File: src/utu_pkg.sv
// ----------------------------------------------------------------------------
// UTF-8 to UTF-16 transcoder package
// Shared types, constants and the fixed decoder tables: the byte class map and
// the class-by-row transition table of the UTF-8 state machine.
// ----------------------------------------------------------------------------
package utu_pkg;

	// Decoder rows: row 0 is accept, row 1 is reject, rows 2 to 8 sit inside
	// a multi-byte character.
	localparam int unsigned NumRows    = 9;
	localparam int unsigned NumClasses = 12;

	typedef logic [3:0]  row_t;
	typedef logic [3:0]  class_t;
	typedef logic [20:0] codepoint_t;
	typedef logic [15:0] unit_t;

	localparam row_t RowAccept = 4'd0;
	localparam row_t RowReject = 4'd1;

	localparam unit_t HighBase = 16'hD7C0;
	localparam unit_t LowBase  = 16'hDC00;

	// What one decoded byte produces: nothing, one unit, or a surrogate pair.
	typedef struct packed {
		logic  emit;
		logic  pair;
		unit_t unit0;
		unit_t unit1;
	} unit_info_t;

	// Next row, indexed by current row and byte class.
	localparam row_t NextRow [NumRows][NumClasses] = '{
		'{4'd0, 4'd1, 4'd2, 4'd3, 4'd5, 4'd8, 4'd7, 4'd1, 4'd1, 4'd1, 4'd4, 4'd6},
		'{4'd1, 4'd1, 4'd1, 4'd1, 4'd1, 4'd1, 4'd1, 4'd1, 4'd1, 4'd1, 4'd1, 4'd1},
		'{4'd1, 4'd0, 4'd1, 4'd1, 4'd1, 4'd1, 4'd1, 4'd0, 4'd1, 4'd0, 4'd1, 4'd1},
		'{4'd1, 4'd2, 4'd1, 4'd1, 4'd1, 4'd1, 4'd1, 4'd2, 4'd1, 4'd2, 4'd1, 4'd1},
		'{4'd1, 4'd1, 4'd1, 4'd1, 4'd1, 4'd1, 4'd1, 4'd2, 4'd1, 4'd1, 4'd1, 4'd1},
		'{4'd1, 4'd2, 4'd1, 4'd1, 4'd1, 4'd1, 4'd1, 4'd1, 4'd1, 4'd2, 4'd1, 4'd1},
		'{4'd1, 4'd1, 4'd1, 4'd1, 4'd1, 4'd1, 4'd1, 4'd3, 4'd1, 4'd3, 4'd1, 4'd1},
		'{4'd1, 4'd3, 4'd1, 4'd1, 4'd1, 4'd1, 4'd1, 4'd3, 4'd1, 4'd3, 4'd1, 4'd1},
		'{4'd1, 4'd3, 4'd1, 4'd1, 4'd1, 4'd1, 4'd1, 4'd1, 4'd1, 4'd1, 4'd1, 4'd1}
	};

	// Map a raw byte to its character class.
	function automatic class_t byte_class(input logic [7:0] b);
		class_t cls;
		if (b < 8'h80)       cls = 4'd0;
		else if (b < 8'h90)  cls = 4'd1;
		else if (b < 8'hA0)  cls = 4'd9;
		else if (b < 8'hC0)  cls = 4'd7;
		else if (b < 8'hC2)  cls = 4'd8;
		else if (b < 8'hE0)  cls = 4'd2;
		else if (b == 8'hE0) cls = 4'd10;
		else if (b == 8'hED) cls = 4'd4;
		else if (b < 8'hF0)  cls = 4'd3;
		else if (b == 8'hF0) cls = 4'd11;
		else if (b < 8'hF4)  cls = 4'd6;
		else if (b == 8'hF4) cls = 4'd5;
		else                 cls = 4'd8;
		return cls;
	endfunction

endpackage

File: src/utu_byte_if.sv
// ----------------------------------------------------------------------------
// UTF-8 byte channel
// Valid/ready channel that carries one raw UTF-8 byte per transaction.
// ----------------------------------------------------------------------------
interface utu_byte_if;
	logic       valid;
	logic       ready;
	logic [7:0] in_byte;
	logic       start_of_string;

	modport source (output valid, output in_byte, output start_of_string, input ready);
	modport sink (input valid, input in_byte, input start_of_string, output ready);
endinterface

File: src/utu_unit_if.sv
// ----------------------------------------------------------------------------
// UTF-16 unit channel
// Valid/ready channel that carries one UTF-16 code unit per transaction.
// ----------------------------------------------------------------------------
interface utu_unit_if;
	logic        valid;
	logic        ready;
	logic [15:0] code_unit;
	logic        last_unit;

	modport source (output valid, output code_unit, output last_unit, input ready);
	modport sink (input valid, input code_unit, input last_unit, output ready);
endinterface

File: src/utu_dfa.sv
// ----------------------------------------------------------------------------
// UTF-8 decoder state machine
// Holds the decoder row and the partial code point, decodes one byte per
// advance and reports the UTF-16 units that the byte completes.
// ----------------------------------------------------------------------------
module utu_dfa (
	input  logic                clk,
	input  logic                arst_n,
	input  logic                advance,
	input  logic [7:0]          in_byte,
	input  logic                start_of_string,
	output utu_pkg::unit_info_t info
);

	utu_pkg::row_t       row_q;
	utu_pkg::codepoint_t cp_q;
	utu_pkg::row_t       cur_row;
	utu_pkg::codepoint_t cur_cp;
	utu_pkg::class_t     cls;
	utu_pkg::row_t       next_row;
	utu_pkg::codepoint_t next_cp;
	logic [7:0]          lead_mask;

	// Start of string forces the accept row and a cleared code point.
	always_comb begin
		cur_row   = start_of_string ? utu_pkg::RowAccept : row_q;
		cur_cp    = start_of_string ? '0 : cp_q;
		cls       = utu_pkg::byte_class(in_byte);
		lead_mask = 8'hFF >> cls;
		next_row  = utu_pkg::NextRow[cur_row][cls];
		if (cur_row != utu_pkg::RowAccept) begin
			next_cp = {cur_cp[14:0], in_byte[5:0]};
		end else begin
			next_cp = {13'd0, lead_mask & in_byte};
		end
	end

	// A return to the accept row completes a character.
	always_comb begin
		info.emit  = (next_row == utu_pkg::RowAccept);
		info.pair  = (next_cp[20:16] != 5'd0);
		info.unit0 = info.pair ? utu_pkg::HighBase + {5'd0, next_cp[20:10]} : next_cp[15:0];
		info.unit1 = utu_pkg::LowBase + {6'd0, next_cp[9:0]};
	end

	// Decoder state advances once per consumed byte.
	always_ff @(posedge clk or negedge arst_n) begin
		if (!arst_n) begin
			row_q <= utu_pkg::RowAccept;
			cp_q  <= '0;
		end else if (advance) begin
			row_q <= next_row;
			cp_q  <= next_cp;
		end
	end

endmodule

File: src/utf8_to_utf16_transcoder.sv
// Throughput: one byte per cycle while the output channel takes units; a surrogate pair
// holds the input back until its low surrogate has moved up into the output register.
// An input register and an output register with one extra slot for the low surrogate
// decouple the two channels.
// Reset clears all valid flags and puts the decoder in the accept state.
// ----------------------------------------------------------------------------
// UTF-8 to UTF-16 transcoder
// Decodes a UTF-8 byte stream and emits UTF-16 code units, one unit per
// BMP character and a surrogate pair for characters above the BMP.
// ----------------------------------------------------------------------------
module utf8_to_utf16_transcoder (
	input  logic      clk,
	input  logic      arst_n,
	utu_byte_if.sink  bytes,
	utu_unit_if.source units
);

	logic                 valid_s1;
	logic [7:0]           byte_s1;
	logic                 sos_s1;
	logic                 out_valid_q;
	logic                 out_last_q;
	utu_pkg::unit_t       out_unit_q;
	logic                 pend_valid_q;
	utu_pkg::unit_t       pend_unit_q;
	logic                 out_free;
	logic                 adv_s1;
	utu_pkg::unit_info_t  info;

	// The output slot can take new work when no low surrogate waits and the
	// current unit is gone or leaving.
	assign out_free     = !pend_valid_q && (!out_valid_q || units.ready);
	assign adv_s1       = valid_s1 && out_free;
	assign bytes.ready  = !valid_s1 || adv_s1;

	assign units.valid     = out_valid_q;
	assign units.code_unit = out_unit_q;
	assign units.last_unit = out_last_q;

	utu_dfa u_dfa (
		.clk             (clk),
		.arst_n          (arst_n),
		.advance         (adv_s1),
		.in_byte         (byte_s1),
		.start_of_string (sos_s1),
		.info            (info)
	);

	// Input register valid flag.
	always_ff @(posedge clk or negedge arst_n) begin
		if (!arst_n) begin
			valid_s1 <= 1'b0;
		end else if (bytes.ready) begin
			valid_s1 <= bytes.valid;
		end
	end

	// Input register payload.
	always_ff @(posedge clk) begin
		if (bytes.valid && bytes.ready) begin
			byte_s1 <= bytes.in_byte;
			sos_s1  <= bytes.start_of_string;
		end
	end

	// Output valid flags: the low surrogate moves up once the high one is taken.
	always_ff @(posedge clk or negedge arst_n) begin
		if (!arst_n) begin
			out_valid_q  <= 1'b0;
			pend_valid_q <= 1'b0;
		end else if (pend_valid_q && units.ready) begin
			pend_valid_q <= 1'b0;
		end else if (adv_s1) begin
			out_valid_q  <= info.emit;
			pend_valid_q <= info.emit && info.pair;
		end else if (units.ready) begin
			out_valid_q <= 1'b0;
		end
	end

	// Output payload.
	always_ff @(posedge clk) begin
		if (pend_valid_q && units.ready) begin
			out_unit_q <= pend_unit_q;
			out_last_q <= 1'b1;
		end else if (adv_s1) begin
			out_unit_q  <= info.unit0;
			out_last_q  <= !info.pair;
			pend_unit_q <= info.unit1;
		end
	end

endmodule

File: src/flat_wrapper.sv
// flat-port wrapper written by rule: the top's interface ports become plain ports
module utf8_to_utf16_transcoder_flat 
  (clk, arst_n, bytes_valid, bytes_in_byte, bytes_start_of_string, bytes_ready, units_valid, units_code_unit, units_last_unit, units_ready);
  utu_byte_if bytes_i ();
  utu_unit_if units_i ();
  input  logic clk;
  input  logic arst_n;
  input wire logic [$bits(bytes_i.valid)-1:0] bytes_valid;
  input wire logic [$bits(bytes_i.in_byte)-1:0] bytes_in_byte;
  input wire logic [$bits(bytes_i.start_of_string)-1:0] bytes_start_of_string;
  output wire logic [$bits(bytes_i.ready)-1:0] bytes_ready;
  output wire logic [$bits(units_i.valid)-1:0] units_valid;
  output wire logic [$bits(units_i.code_unit)-1:0] units_code_unit;
  output wire logic [$bits(units_i.last_unit)-1:0] units_last_unit;
  input wire logic [$bits(units_i.ready)-1:0] units_ready;
  assign bytes_i.valid = bytes_valid;
  assign bytes_i.in_byte = bytes_in_byte;
  assign bytes_i.start_of_string = bytes_start_of_string;
  assign bytes_ready = bytes_i.ready;
  assign units_valid = units_i.valid;
  assign units_code_unit = units_i.code_unit;
  assign units_last_unit = units_i.last_unit;
  assign units_i.ready = units_ready;
  utf8_to_utf16_transcoder u_core (.clk(clk), .arst_n(arst_n), .bytes(bytes_i), .units(units_i));
endmodule
File: config.mk
export PLATFORM = sky130hd
export DESIGN_NAME = utf8_to_utf16_transcoder_flat
export DESIGN_NICKNAME = d
export VERILOG_FILES = /design/src/utu_pkg.sv /design/src/utu_byte_if.sv /design/src/utu_unit_if.sv /design/src/utu_dfa.sv /design/src/utf8_to_utf16_transcoder.sv /design/src/flat_wrapper.sv
export SDC_FILE = /design/constraint.sdc
export NUM_CORES = 1
export LEC_CHECK = 0
export BUFFER_PORTS_ARGS = -buffer_cell sky130_fd_sc_hd__buf_2
export CAP_MARGIN = 15
export CORE_ASPECT_RATIO = 0.6
export CORE_MARGIN = 4
export CORE_UTILIZATION = 55
export DETAILED_ROUTE_END_ITERATION = 8
export GPL_ROUTABILITY_DRIVEN = 0
export PLACE_DENSITY_LB_ADDON = 0.05
export SLEW_MARGIN = 30
export SYNTH_ARGS = -nofsm -noshare
export SYNTH_HDL_FRONTEND = slang
export SYNTH_SLANG_ARGS = --single-unit
File: constraint.sdc
create_clock -name clk -period 5.9 [get_ports clk]
set_input_delay 0.885 -clock clk [delete_from_list [all_inputs] [get_ports clk]]
set_output_delay 0.885 -clock clk [all_outputs]
set_load 0.05 [all_outputs]
==> metrics.txt, run 1 <==
Via-to-Cell Ratio 5.83; maximum fanout count along the critical path 23; sequential power share 39.2%; detailed-route via count roughly 2,300; total clock buffers created by CTS 9; quantity of I/O buffers inserted on ports 31; clock group share of total power a little under a fifth; netlist area before placement about 0.0030 mm²; maximum number of pins on one net before global-route repair 28; area growth from synthesis to final layout 9.88%; cell taking the most area after synthesis sky130_fd_sc_hd__edfxtp_1; final HPWL from detailed placement 4.63 mm; via count of the first global-routing pass 2,087; EDFF count, synth 35; antenna viol nets, final 0; standard-cell rows 20; Max Root-Sink Buffers 2; run status finished clean; flops & latches, synth 58; switching fraction of total power 43.6%; buffers inserted during post-CTS setup optimization 0; Gate Count Post-Synth a little under 300; internal power consumption 1.04 mW; portion of synthesized cell area occupied by the leading cell type 34.6%; RSZ-0062 raised after global routing false; power per cell area approximately 550 mW/mm²; achievable clock frequency 328 MHz; top_reg_cell synth sky130_fd_sc_hd__edfxtp_1; Reg area 0.00162 mm²; Post-CTS Resized 0; IO Pins 32; Avg Synthesized Cell Area 10.2 µm²; number of warnings printed during yosys synthesis 0; final worst setup slack about 2.9 ns; drt total wl 6.64 mm; VDD IR max approximately 0.32 mV; Fin Setup TNS 0 ns; remaining design rule violation count 0; antenna diode count 0; ranking of synthesized cells by area sky130_fd_sc_hd__edfxtp_1 (35%), sky130_fd_sc_hd__dfrtp_1 (18%), sky130_fd_sc_hd__nand2_1 (6.3%), sky130_fd_sc_hd__o21ai_0 (4.3%), sky130_fd_sc_hd__a21oi_1 (3.6%); TritonCTS Sinks 58; DP Area around 0.0032 mm²; combinational power share a little over two fifths; Crit path required time 5.95 ns; max-cap violations 0; Avg WL per Cell approximately 17 µm; area of the die roughly 0.0068 mm²; global-route congestion overflow total 0; Chip Height 65.6 µm; Clk Latency, worst-skew pair 0.34 ns; x dimension of the die roughly 100 µm; number of filler cells placed in the layout between 400 and 500; first-pass GRT wire length 11.1 mm; cell area after layout ~0.0033 mm²; leakage power 1.41 nW; startpoint class of the critical path flop; P_sw 802 µW; Global Route Usage Sum 21.3%; count of nets after finishing 335; clock slew seen by the registers of the worst setup and hold paths 0.07 ns; post-layout min period 3.05 ns; first-iteration detailed-routing DRC count approximately 230; count of cell types in the netlist 62; final count of negative-setup-slack endpoints 0; kind of critical path reg -> reg; kind of capture point of the worst setup path flop; number of hold buffers added after cts 0; transition time of the tightest slew-check pin 0.805 ns; Post-Place Worst Slack 2.80 ns; final period utilization between 50% and 60%; Starting Density about three fifths; TritonCTS clock tree done; post-synthesis async set-or-reset flop share between 30% and 40%; antenna violations before repair 0; synthesized net count 312; htree depth 3; Post-Route Skew approximately 0.0066 ns; proportion of synthesized chip area in sequential cells 53.4%; post-route worst hold slack 0.473 ns; cell at the root of the clock tree sky130_fd_sc_hd__clkbuf_8; placeable core region 0.00520 mm²; final count of pins violating max slew 0; tightest slew margin relative to the limit between 40% and 50%; arrival time of data at the critical path endpoint 3.10 ns; count of endpoints failing hold in the final timing report 0; first-pass detailed-route iteration total 5; Worst Hold Class reg -> reg; area occupied by multi-input gates 0.00126 mm²; ratio of cells with drive above 1 in the final layout a little under 20%
[flip-flops by register name, indices dropped and copies added, names as in the netlist]
register,cells
u_core.byte_s1,8
u_core.units.last_unit,1
u_core.units.valid,1
u_core.sos_s1,1
u_core.valid_s1,1
u_core.pend_unit_q,10
u_core.units.code_unit,16
u_core.pend_valid_q,1
u_core.u_dfa.cp_q,15
u_core.u_dfa.row_q,4
[cells by family (layout without fill, tap and decap cells)]
group                      after synthesis  after routing  share of synthesized area, %
buffers and inverters                   27             55                          5.15
DFF                                     58             58                          53.4
AOI/OAI and AO/OA                       81             81                          17.8
and+or+nand+nor                        123            123                          20.5
adders and majority gates                2              2                         0.741
muxes                                    7              7                          2.47
[area by class of cell]
| cell class | instances | area share, % |
|---|---|---|
| multi-input combinational | 213 | 37.7 |
| inverter | 7 | 0.787 |
| sequential | 58 | 48.6 |
| timing repair buffer | 32 | 4.87 |
| tap | 66 | 2.47 |
| clock inverter | 6 | 1.72 |
| clock buffer | 10 | 3.82 |
[power by group through the flow]
| stage | logic (mW) | registers, mW | clock network [mW] |
|---|---|---|---|
| 6_report | 0.765 | 0.721 | 0.351 |
| 5_1_grt | 0.841 | 0.743 | 0.375 |
| 4_1_cts | 0.768 | 0.720 | 0.358 |
| 3_5_place_dp | 0.765 | 0.726 | 0 |
| 3_3_place_gp | 0.754 | 0.724 | 0 |
| 2_1_floorplan | 0.436 | 0.905 | 0 |
[path summary, 6_finish.rpt]
| kind | slack, ns | endpoint | cells past startpoint | from |
|---|---|---|---|---|
| worst max register to register | 2.85 | u_core.units.code_unit[0] | 10 | u_core.u_dfa.row_q[0] |
| max in group asynchronous | 5.07 | u_core.u_dfa.cp_q[5] | 1 | arst_n |
| min in group asynchronous | 0.50 | u_core.valid_s1 | 1 | arst_n |
| worst min register to register | 0.47 | u_core.units.last_unit | 1 | u_core.units.last_unit |
| worst max-delay path | 2.85 | u_core.units.code_unit[0] | 10 | u_core.u_dfa.row_q[0] |
| worst min-delay path | 0.47 | u_core.units.last_unit | 1 | u_core.units.last_unit |
[synth_stat cells (5+ instances only)]
master,instances
sky130_fd_sc_hd__nand2_1,51
sky130_fd_sc_hd__edfxtp_1,35
sky130_fd_sc_hd__o21ai_0,26
sky130_fd_sc_hd__nor2_1,24
sky130_fd_sc_hd__a21oi_1,22
sky130_fd_sc_hd__dfrtp_1,22
sky130_fd_sc_hd__nand3_1,9
sky130_fd_sc_hd__inv_1,7
sky130_fd_sc_hd__clkbuf_1,6
sky130_fd_sc_hd__nand4_1,6
sky130_fd_sc_hd__and2_1,5
sky130_fd_sc_hd__buf_4,5
sky130_fd_sc_hd__nor3b_1,5
[metrics by stage]
| stage | util (%) | power (mW) | std cells |
|---|---|---|---|
| finish | 64.1 | 1.84 | 392 |
| global route | 64.1 | 1.96 | 392 |
| CTS | 64.1 | 1.85 | 392 |
| detailed placement | 60.6 | 1.49 | 376 |
| global placement | 60.6 | 1.48 | 376 |
| floorplan | - | 1.34 | 298 |
[routing by layer]
metal	routed length, µm	track usage, %
met1	3470	32.8
met3	592	7.75
met4	38	6.30
met5	0	0
met2	2550	27.3
[cell usage in the layout (no fill, tap or decap), drive strengths merged, types with 5 or more instances in the layout]
master  count
a21oi      24
clkinv      5
dfrtp      22
o21ai      27
nor2       24
nand3       9
nand2      51
nand4       6
inv         7
clkbuf     10
edfxtp     35
nor3b       5
buf        32
and2        6
[critical path: stages, from the launching register on]
cell and delay, ns:
sky130_fd_sc_hd__dfrtp_1 0.46, sky130_fd_sc_hd__or4_1 0.62, sky130_fd_sc_hd__nor2b_1 0.17, sky130_fd_sc_hd__buf_4 0.21
sky130_fd_sc_hd__nand2_1 0.11, sky130_fd_sc_hd__ha_1 0.19, sky130_fd_sc_hd__o21ai_2 0.11, sky130_fd_sc_hd__a21oi_4 0.50
sky130_fd_sc_hd__nor2_1 0.12, sky130_fd_sc_hd__a21oi_1 0.17, sky130_fd_sc_hd__a21oi_1 0.09
No activity file was read; power rests on OpenSTA's default activity.
==> run 2, diff against run 1 <==
==> constraint.sdc (replaced) <==
create_clock -name clk -period 2.9 [get_ports clk]
set_input_delay 0.435 -clock clk [delete_from_list [all_inputs] [get_ports clk]]
set_output_delay 0.435 -clock clk [all_outputs]
set_load 0.05 [all_outputs]
==> run 2 against run 1 <==
  * Sequential share of layout area fell by 1.1 points
  * Maximum frequency rose by 15%
  * Sequential power rose by 100%
  * Count of clock-buffer cells in the layout did not move
  * Clock power rose by 78%
  * Flip-flop and latch count did not move
  * Worst setup slack got worse by 2.6 ns
  * Die area did not move
  * Total power rose by 100%
  * Global-route usage rose by 1.1 points
==> metrics.txt, run 2 (synthesized netlist as in run 1, its figures left out) <==
run status finished clean; antenna violations before repair 0; transition time of the tightest slew-check pin 0.511 ns; detailed-route via count 2,377; final period utilization 91.2%; DP Area approximately 0.0033 mm²; final count of pins violating max slew 0; startpoint class of the critical path flop; antenna diode count 0; Post-Place Worst Slack 0.301 ns; maximum fanout count along the critical path 22; Crit path required time 2.97 ns; VDD IR max ~0.54 mV; cell at the root of the clock tree sky130_fd_sc_hd__clkbuf_8; final count of negative-setup-slack endpoints 0; leading cell type in the layout, fill and taps excluded sky130_fd_sc_hd__nand2_1; leakage power about 1.5 nW; Worst Hold Class in -> async; non-filler cells, final 405; TritonCTS Sinks 58; kind of capture point of the worst setup path flop; TritonCTS clock tree done; max reg flops 16; ratio of cells with drive above 1 in the final layout 22.7%; Post-CTS Resized 0; Clk Latency, worst-skew pair 0.34 ns; cell area after layout between 0.003 and 0.004 mm²; number of filler cells placed in the layout 414; x dimension of the die 104 µm; via count of the first global-routing pass 2,217; post-layout min period 2.64 ns; first-iteration detailed-routing DRC count 187; final HPWL from detailed placement around 5.0 mm; count of endpoints failing hold in the final timing report 0; # placed instances 389; area of the die 0.00682 mm²; final worst setup slack ~0.26 ns; Fin Setup TNS 0 ns; Avg WL per Cell 17.0 µm; standard-cell rows 20; remaining design rule violation count 0; clock slew seen by the registers of the worst setup and hold paths 0.07 ns; RSZ-0062 raised after global routing false; first-pass GRT wire length approximately 12 mm; arrival time of data at the critical path endpoint 2.72 ns; utilization after layout 65.6%; placeable core region 0.00520 mm²; Final Total Pwr 3.75 mW; Global Route Usage Sum 22.5%; commonest non-fill, non-tap cells in the layout sky130_fd_sc_hd__nand2_1 (51), sky130_fd_sc_hd__edfxtp_1 (35), sky130_fd_sc_hd__buf_2 (31); first-pass detailed-route iteration total 4; Starting Density between 50% and 60%; count of nets after finishing 348; kind of critical path reg -> reg; max-cap violations 0; power per cell area 1100 mW/mm²; quantity of I/O buffers inserted on ports 31; achievable clock frequency around 380 MHz; antenna viol nets, final 0; area growth from synthesis to final layout 12.3%; IO Pins 32; Post-Route Skew 0.00979 ns; Chip Height 65.6 µm; buffers inserted during post-CTS setup optimization 0; htree depth 3; number of hold buffers added after cts 0; tightest slew margin relative to the limit 65.9%; Via-to-Cell Ratio 5.87; post-route worst hold slack 0.0670 ns; drt total wl 6.88 mm; total clock buffers created by CTS 9; global-route congestion overflow total 0; maximum number of pins on one net before global-route repair 25; Max Root-Sink Buffers 2
run 2: cell count changes in the layout (fill, tap and decap cells not counted), sizes merged:
| cell | delta |
|---|---|
| buf | +13 |
| bufinv | -1 |
| clkinv | -1 |
| clkinvlp | +2 |
run 2: layer usage:
metal  vias up  global-route usage, %  part of all wire [%]
met4         0                   8.46                   1.4
met2        95                   29.3                    40
met3        11                   8.73                   8.7
met5         -                      0                     0
li1       1158                      -                     -
met1      1113                   33.1                    50
run 2: worst max-delay path: stages (launching register included):
cell                      delay [ns]
sky130_fd_sc_hd__dfrtp_1        0.46
sky130_fd_sc_hd__or4_1          0.62
sky130_fd_sc_hd__nor2b_1        0.20
sky130_fd_sc_hd__nand2_1        0.10
sky130_fd_sc_hd__ha_1           0.20
sky130_fd_sc_hd__o21ai_2        0.11
sky130_fd_sc_hd__a21oi_4        0.12
sky130_fd_sc_hd__buf_4          0.26
sky130_fd_sc_hd__nor2_1         0.08
sky130_fd_sc_hd__a21oi_1        0.15
sky130_fd_sc_hd__a21oi_1        0.09
run 2: cell type report:
| cell class | instances | area (µm²) | share of cell area (%) |
|---|---|---|---|
| Inverter | 7 | 26.3 | 0.770 |
| Clock buffer | 10 | 128 | 3.74 |
| Timing Repair Buffer | 45 | 260 | 7.63 |
| Clock inverter | 6 | 33.8 | 0.990 |
| Sequential cell | 58 | 1620 | 47.5 |
| Tap cell | 66 | 82.6 | 2.42 |
| Multi-Input combinational cell | 213 | 1260 | 36.9 |
run 2: power breakdown:
part,internal (mW),leakage (nW),switching (mW)
logic,0.511,0.729,1.16
clock network,0.302,0.0795,0.324
registers,1.27,0.644,0.175
total,2.09,1.45,1.66
run 2: final timing paths:
check / startpoint / end / slack, ns / cells after the start
setup / recovery: u_core.u_dfa.row_q[2] / u_core.units.code_unit[5] / 0.26 / 10
hold / removal: arst_n / u_core.units.valid / 0.07 / 1
setup reg to reg: u_core.u_dfa.row_q[2] / u_core.units.code_unit[5] / 0.26 / 10
hold reg to reg: u_core.units.last_unit / u_core.units.last_unit / 0.48 / 1
max in group asynchronous: arst_n / u_core.u_dfa.cp_q[4] / 2.48 / 1
min in group clk: bytes_in_byte[1] / u_core.byte_s1[1] / 0.27 / 1
==> run 3, diff against run 2 <==
==> constraint.sdc (replaced) <==
create_clock -name clk -period 3.1 [get_ports clk]
set_input_delay 0.465 -clock clk [delete_from_list [all_inputs] [get_ports clk]]
set_output_delay 0.465 -clock clk [all_outputs]
set_load 0.05 [all_outputs]
==> run 3 against run 2 <==
  * Utilization barely moved
  * Non-clock buffer count fell by 6
  * Cell count fell by 1.5%
  * Count of clock-buffer cells in the layout did not move
  * Worst setup slack improved by 0.059 ns
  * Clock power rose by 18%
  * First-iteration DRC count rose by 18%
  * Maximum frequency fell by 5.1%
  * Critical path type unchanged
  * Largest cell class unchanged
==> metrics.txt, run 3 (synthesized netlist as in run 1, its figures left out) <==
run status finished clean; final worst setup slack 0.315 ns; worst reg2reg startpoint u_core.byte_s1[4]; final count of pins violating max slew 0; total clock buffers created by CTS 9; first-pass GRT wire length 11.1 mm; non-filler cells, final 399; antenna viol nets, final 0; via count of the first global-routing pass 2,133; transition time of the tightest slew-check pin 0.705 ns; TritonCTS clock tree done; internal reg-to-reg setup slack 0.31 ns; Crit path required time roughly 3.3 ns; remaining design rule violation count 0; Via-to-Cell Ratio 5.90; kind of critical path reg -> reg; critical-path cell list or3_2 -> nor3_1 -> a311o_1 -> nand2_1 -> o41ai_1 -> nor3_2 -> mux2_2; count of nets after finishing 342; clock slew seen by the registers of the worst setup and hold paths approximately 0.070 ns; Avg WL per Cell about 17 µm; post-layout min period 2.79 ns; global-route congestion overflow total 0; kind of capture point of the worst setup path flop; VDD IR max 0.485 mV; Fin Setup TNS 0 ns; utilization after layout about two thirds; placeable core region 0.00520 mm²; first-pass detailed-route iteration total 5; buffers inserted during post-CTS setup optimization 0; achievable clock frequency 359 MHz; capturing point of the worst reg2reg path u_core.u_dfa.row_q[0]; leading cell type in the layout, fill and taps excluded sky130_fd_sc_hd__nand2_1; startpoint class of the critical path flop; commonest non-fill, non-tap cells in the layout sky130_fd_sc_hd__nand2_1 (51), sky130_fd_sc_hd__edfxtp_1 (35), sky130_fd_sc_hd__buf_2 (31); max-cap violations 0; quantity of I/O buffers inserted on ports 31; area of the die 0.00682 mm²; Post-Place Worst Slack 0.370 ns; max reg flops 16; Global Route Usage Sum 21.3%; leakage power ~1.4 nW; Starting Density a little under 60%; TritonCTS Sinks between 50 and 60; FF-to-FF path depth 7; arrival time of data at the critical path endpoint 3.01 ns; drt total wl approximately 6.8 mm; antenna diode count 0; maximum fanout count along the critical path 13; ratio of cells with drive above 1 in the final layout 21.3%; standard-cell rows 20; final HPWL from detailed placement 4.90 mm; antenna violations before repair 0; Chip Height 65.6 µm; first-iteration detailed-routing DRC count 221; Clk Latency, worst-skew pair 0.34 ns; tightest slew margin relative to the limit 52.9%; detailed-route via count 2,356; maximum number of pins on one net before global-route repair 27; count of endpoints failing hold in the final timing report 0; slowest cell delay on critical path 0.59 ns; master of the slowest instance on the critical path sky130_fd_sc_hd__or3_2; Post-CTS Resized 0; Worst Hold Class in -> async; number of hold buffers added after cts 0; final period utilization between 80% and 90%; Post-Route Skew ~0.0084 ns; x dimension of the die roughly 100 µm; IO Pins 32; Max Root-Sink Buffers 2; RSZ-0062 raised after global routing false; # placed instances between 300 and 400; area growth from synthesis to final layout 12.4%; power per cell area 1060 mW/mm²; cell at the root of the clock tree sky130_fd_sc_hd__clkbuf_8; htree depth 3; final count of negative-setup-slack endpoints 0
-- run 3: cell count changes in the layout (fill, tap and decap cells not counted), sizes merged --
| cell | change |
|---|---|
| clkinv | -1 |
| clkinvlp | -1 |
| bufinv | +2 |
| buf | -6 |
-- run 3: area by class of cell --
| class | instances | area [µm²] |
|---|---|---|
| timing repair buffer | 39 | 215 |
| tap | 66 | 82.6 |
| fill | 423 | 1790 |
| inverter | 7 | 26.3 |
| clock buffer | 10 | 128 |
| sequential | 58 | 1620 |
| multi-input combinational | 213 | 1260 |
| clock inverter | 6 | 81.3 |
-- run 3: worst max-delay path: cells and delay by family, from the launching register on --
family	cells	cell delay [ns]
AND/OR/NAND/NOR	4	1.01
AO/OA/AOI/OAI	2	0.81
flip-flops	1	0.56
multiplexers	1	0.29
-- run 3: metrics by stage --
| stage | hold slack [ns] | total power, mW | instance area, µm² |
|---|---|---|---|
| 3_3_place_gp | 0.451 | 2.85 | 3210 |
| 2_1_floorplan | 0.169 | 2.55 | 3040 |
| 4_1_cts | 0.0904 | 3.63 | 3410 |
| 6_report | 0.0853 | 3.62 | 3410 |
| 3_5_place_dp | 0.457 | 2.88 | 3210 |
| 5_1_grt | 0.100 | 3.84 | 3410 |
-- run 3: how the worst max path moves through the flow --
stage	depth (start not counted)	to	start
finish	7	u_core.u_dfa.row_q[0]	u_core.byte_s1[4]
global route	9	u_core.units.code_unit[0]	u_core.u_dfa.row_q[0]
CTS	7	u_core.u_dfa.row_q[0]	u_core.byte_s1[4]
detailed placement	9	u_core.units.code_unit[4]	u_core.u_dfa.row_q[0]
global placement	9	u_core.units.code_unit[5]	u_core.u_dfa.row_q[0]
floorplan	12	u_core.units.code_unit[6]	u_core.u_dfa.row_q[0]
-- run 3: layer usage --
metal | part of all wire, % | wire length, µm | vias to the layer above | global-route usage, %
li1 | - | - | 1144 | -
met1 | 51 | 3480 | 1115 | 31.6
met2 | 41 | 2770 | 89 | 30.3
met3 | 7.2 | 487 | 8 | 6.08
met4 | 0.99 | 67 | 0 | 5.97
met5 | 0 | 0 | - | 0
-- run 3: report_power, final --
group / switching, mW / leakage [nW] / total (mW) / internal (mW)
Sequential: 0.180 / 0.644 / 1.37 / 1.19
Combinational: 1.06 / 0.701 / 1.51 / 0.445
Clock: 0.293 / 0.104 / 0.740 / 0.447
Total: 1.54 / 1.45 / 3.62 / 2.08
